`config.mk`:
```
export PLATFORM = sky130hd
export DESIGN_NAME = ppf_ctrl
export DESIGN_NICKNAME = d
export VERILOG_FILES = /design/src/hdl/ppf_pkg.sv /design/src/hdl/ppf_ctrl.sv
export SDC_FILE = /design/constraint.sdc
export NUM_CORES = 1
export LEC_CHECK = 0
export ABC_AREA = 1
export CAP_MARGIN = 20
export CORE_UTILIZATION = 30
export CTS_CLUSTER_DIAMETER = 200
export DETAILED_ROUTE_END_ITERATION = 8
export DONT_BUFFER_PORTS = 1
export GPL_TIMING_DRIVEN = 1
export HOLD_SLACK_MARGIN = 0.02
export REMOVE_ABC_BUFFERS = 1
export SYNTH_ARGS = -nofsm -noshare
export SYNTH_HDL_FRONTEND = slang
export SYNTH_SLANG_ARGS = --single-unit
```
`constraint.sdc`:
```
create_clock -name clk -period 3.4 [get_ports clk]
set_input_delay 0.68 -clock clk [delete_from_list [all_inputs] [get_ports clk]]
set_output_delay 0.68 -clock clk [all_outputs]
set_load 0.05 [all_outputs]
```
`src/hdl/ppf_pkg.sv`:
```
// Shared types and constants for the polygon pressure force block.
package ppf_pkg;

  localparam int unsigned XW = 32;
  localparam int unsigned QBITS = 33;
  localparam int unsigned DIV_CW = 6;
  localparam logic [XW-1:0] GAIN_RESET = 32'h0001_0000;

  localparam logic [1:0] ST_OK = 2'd0;
  localparam logic [1:0] ST_ZERO_VOL = 2'd1;
  localparam logic [1:0] ST_FEW_PTS = 2'd2;

  typedef enum logic [3:0] {
    S_LOAD,
    S_CLOSE,
    S_DRAIN,
    S_STAT,
    S_READ,
    S_DIFF,
    S_MAG,
    S_MUL_LO,
    S_MUL_HI,
    S_SUM,
    S_DIV_INIT,
    S_DIV,
    S_OUT
  } ppf_state_t;

  typedef struct packed {
    logic take;
    logic cfg_wr;
    logic close_mul;
    logic latch_stat;
    logic rd;
    logic diff;
    logic mag;
    logic mul_lo;
    logic mul_hi;
    logic sum;
    logic div_init;
    logic div_step;
    logic out_load;
    logic next_k;
    logic clear;
  } ppf_cmd_t;

  typedef struct packed {
    logic busy;
    logic last_k;
    logic out_free;
  } ppf_sts_t;

endpackage

```
`src/hdl/ppf_ctrl.sv`:
```
// Controller state machine sequencing load, area close and per-vertex force computation.
module ppf_ctrl (
  input  logic              clk,
  input  logic              rst_n,
  input  logic              in_valid,
  input  logic              in_last_vertex,
  input  logic              cfg_valid,
  input  ppf_pkg::ppf_sts_t sts,
  output logic              in_stall,
  output logic              cfg_ready,
  output ppf_pkg::ppf_cmd_t cmd
);

  ppf_pkg::ppf_state_t state_r, state_nxt;
  logic [ppf_pkg::DIV_CW-1:0] div_cnt_r, div_cnt_nxt;

  always_ff @(posedge clk) begin
    if (!rst_n) begin
      state_r   <= ppf_pkg::S_LOAD;
      div_cnt_r <= '0;
    end else begin
      state_r   <= state_nxt;
      div_cnt_r <= div_cnt_nxt;
    end
  end

  always_comb begin
    state_nxt   = state_r;
    div_cnt_nxt = div_cnt_r;
    cmd         = '0;
    case (state_r)
      ppf_pkg::S_LOAD: begin
        cmd.take   = in_valid;
        cmd.cfg_wr = cfg_valid;
        if (in_valid && in_last_vertex) state_nxt = ppf_pkg::S_CLOSE;
      end
      ppf_pkg::S_CLOSE: begin
        cmd.close_mul = 1'b1;
        state_nxt     = ppf_pkg::S_DRAIN;
      end
      ppf_pkg::S_DRAIN: begin
        if (!sts.busy) state_nxt = ppf_pkg::S_STAT;
      end
      ppf_pkg::S_STAT: begin
        cmd.latch_stat = 1'b1;
        state_nxt      = ppf_pkg::S_READ;
      end
      ppf_pkg::S_READ: begin
        cmd.rd    = 1'b1;
        state_nxt = ppf_pkg::S_DIFF;
      end
      ppf_pkg::S_DIFF: begin
        cmd.diff  = 1'b1;
        state_nxt = ppf_pkg::S_MAG;
      end
      ppf_pkg::S_MAG: begin
        cmd.mag   = 1'b1;
        state_nxt = ppf_pkg::S_MUL_LO;
      end
      ppf_pkg::S_MUL_LO: begin
        cmd.mul_lo = 1'b1;
        state_nxt  = ppf_pkg::S_MUL_HI;
      end
      ppf_pkg::S_MUL_HI: begin
        cmd.mul_hi = 1'b1;
        state_nxt  = ppf_pkg::S_SUM;
      end
      ppf_pkg::S_SUM: begin
        cmd.sum   = 1'b1;
        state_nxt = ppf_pkg::S_DIV_INIT;
      end
      ppf_pkg::S_DIV_INIT: begin
        cmd.div_init = 1'b1;
        div_cnt_nxt  = ppf_pkg::DIV_CW'(ppf_pkg::QBITS - 1);
        state_nxt    = ppf_pkg::S_DIV;
      end
      ppf_pkg::S_DIV: begin
        cmd.div_step = 1'b1;
        if (div_cnt_r == '0) state_nxt = ppf_pkg::S_OUT;
        else div_cnt_nxt = div_cnt_r - ppf_pkg::DIV_CW'(1);
      end
      ppf_pkg::S_OUT: begin
        if (sts.out_free) begin
          cmd.out_load = 1'b1;
          if (sts.last_k) begin
            cmd.clear = 1'b1;
            state_nxt = ppf_pkg::S_LOAD;
          end else begin
            cmd.next_k = 1'b1;
            state_nxt  = ppf_pkg::S_READ;
          end
        end
      end
      default: state_nxt = ppf_pkg::S_LOAD;
    endcase
  end

  assign in_stall  = (state_r != ppf_pkg::S_LOAD);
  assign cfg_ready = (state_r == ppf_pkg::S_LOAD);

endmodule

```
==> key figures <==
Run status
  – Status: complete, no violations

Min path
  – Hold Crit Class: register to register
  – Hold wc startpoint: div_cnt_r[5]

Setup path
  – Crit path DAT: 1.84 ns
  – Crit Path Class: register to primary output
  – Slowest CP cell: nor2_1
  – R2R Path Start: state_r[0]
  – Worst path max stage delay: 0.67 ns
  – End of the critical path: cmd[2]
  – First element of the critical path: state_r[0]
  – CP most frequent cell: nor2_1
  – Crit path cell chain: nor2_1 -> inv_1 -> nor2_1 -> inv_1 -> nor2_1
  – CP Launch Type: register
  – RR Endpoint: div_cnt_r[0]
  – R2r setup slk: 1.97 ns
  – Biggest fanout along the worst timing path: 7
  – Critical Path Sink Type: primary output
  – Worst Reg-to-Reg Cells: 7
  – Worst path required time: 2.72 ns

Clocking
  – Clk_lat worst skew: 0.27 ns
  – CTS sink count: 10
  – Total CTS buffers: 3
  – Root buffer cell: clkbuf_4
  – Setup Fix Bufs, Post-CTS: 0
  – Post-cts sizing count: 0
  – CTS tree: done
  – Clock Pin Slew Worst Setup and Hold Paths: 0.07 ns
  – H-tree depth: 1
  – Clock Tree Buf Depth: 2
  – Cts hold-fix bufs: 0

Logic synthesis
  – Flops & latches, synth: 10
  – Mapped cell area: 769 µm²
  – Synth Area per Inst: 5.74 µm²
  – Sequential area share after synthesis: 26.0%
  – Count of different cell masters after synthesis: 15
  – Cell count after synthesis: 134
  – Synth warnings: 0

Cells and area
  – Nets@finish: 156
  – Register area: 200 µm²
  – Fillers: 248
  – Layout cells sized above 1: 13.1%
  – Multi-input logic area: 472 µm²
  – Synth-to-Final Area Change: 16.1%
  – Antenna cells: 0

GRT
  – First-pass GRT wire length: 3010 µm
  – Initial antenna violation count: 0
  – Total grt overflow: 0
  – Largest net degree at the start of global routing: 9
  – Vias in the first global route: 718
  – Gr usage total: 14.7%

Place
  – Final GP Congestion: 0.747
  – Port bufs: 0
  – HPWL Detailed: 1450 µm

Detailed routing
  – Detailed Routing Iterations Pass 1: 4
  – Routed len/inst: 10.1 µm
  – Via density: 4.73
  – Routed WL: 1740 µm
  – Post-route ant nets: 0
  – 1st-iter DRT viols: 13
  – Vias: 818
  – Remaining DRCs: 0

Floorplanning
  – I/O pins: 25
  – Die Wd: 52.6 µm
  – Die area: 2770 µm²
  – Die H: 52.6 µm
  – Initial Util: 33.2%
  – Row cnt: 17
  – Core Area: 2320 µm²

Flow run
  – Max_cap viols: 0

Power
  – Power Density: 753 nW/µm²
  – Peak VDD IR: 358 µV
  – Lkg Pwr: 0.532 nW

Timing
  – Fin. Hold Viols: 0
  – Worst-margin pin slew: 0.895 ns
  – Max Freq: 397 MHz
  – Setup TNS: 0 ns
  – Period minus WS final: 2.52 ns
  – Slew Limit Fails: 0
  – Min Hold Slack: 0.517 ns
  – Final period util: 74.2%
  – Slew headroom: 40.1%
  – Worst Skew: 0.00231 ns
  – Final setup vio count: 0
  – Unrepaired setup endpoints after global routing: false
-- how the worst min path moves through the flow --
stage | end | slack (ns) | cells past startpoint
final | div_cnt_r[5] | 0.52 | 2
after global routing | state_r[2] | 0.53 | 2
after CTS | state_r[2] | 0.52 | 2
after detailed placement | div_cnt_r[5] | 0.51 | 2
after global placement | div_cnt_r[5] | 0.49 | 2
after floorplan | div_cnt_r[5] | 0.47 | 2
-- logic make-up (layout without fill, tap and decap cells) --
group | Yosys count | in the layout | share of synthesized area, %
AO/OA/AOI/OAI | 7 | 7 | 4.55
XOR/XNOR | 1 | 1 | 1.14
buffers and inverters | 26 | 37 | 12.7
AND/OR/NAND/NOR | 88 | 88 | 52.4
flip-flops | 10 | 10 | 26.0
adder cells (fa/ha/maj) | 2 | 2 | 3.25
-- cells in the final DEF (no fill, tap or decap) --
master	count
inv_2	2
nor2_2	2
nor2_1	33
o21ai_0	2
nor3_1	3
ha_1	2
nor2_8	1
nand3_1	16
nand2_4	3
dfxtp_1	10
xnor2_1	1
clkbuf_4	3
nand4_1	2
inv_1	24
clkbuf_8	1
buf_4	7
nand2_1	28
a21oi_1	5
-- where the power goes --
part           internal [mW]  switching, mW
clock                 0.0651         0.0441
combinational         0.0989          0.304
sequential             0.134         0.0270
-- metal layers --
layer / part of all wire (%) / vias to the layer above / global-route usage, %
met5: 0 / - / 0
met4: 0.52 / 0 / 2.63
li1: - / 433 / -
met2: 50 / 12 / 25.3
met3: 3.4 / 2 / 5.51
met1: 46 / 371 / 17.3
-- sequential cells by signal (all words and copies together), names as in the netlist --
signal / count
div_cnt_r: 6
state_r: 4
-- synth_stat cells --
cell / n / area share (%)
nand3_1: 16 / 10
dfxtp_1: 10 / 26
xnor2_1: 1 / 1.1
o21ai_0: 2 / 1.3
nand2_4: 3 / 4.4
nand2_1: 28 / 14
inv_2: 2 / 0.98
nor2_8: 1 / 2.6
inv_1: 24 / 12
nor3_1: 3 / 2.0
nand4_1: 2 / 1.6
ha_1: 2 / 3.3
a21oi_1: 5 / 3.3
nor2_2: 2 / 1.6
nor2_1: 33 / 16
-- critical path: cells and delay by family, from the launching register on --
| kind | cells | cell delay (ns) |
|---|---|---|
| buffers and inverters | 2 | 0.21 |
| flip-flops | 1 | 0.39 |
| AND/OR/NAND/NOR | 3 | 0.99 |
-- through the flow --
stage | setup slack [ns] | cells | power (mW) | utilization [%] | instance area, µm²
after floorplan | 0.103 | 134 | 0.479 | - | 769
after global routing | 0.712 | 173 | 0.721 | 38.5 | 893
after CTS | 0.876 | 173 | 0.674 | 38.5 | 893
after detailed placement | 1.18 | 169 | 0.564 | 37.0 | 857
after global placement | 1.19 | 169 | 0.559 | 37.0 | 857
final | 0.879 | 173 | 0.672 | 38.5 | 893
-- final cells by class --
class                      instances  share of cell area [%]
multi-input combinational         98                    52.8
tap                               28                    3.92
timing repair buffer               7                    5.88
sequential                        10                    22.4
clock buffer                       4                    4.06
inverter                          26                    10.9
(Power assumes the default switching activity.)
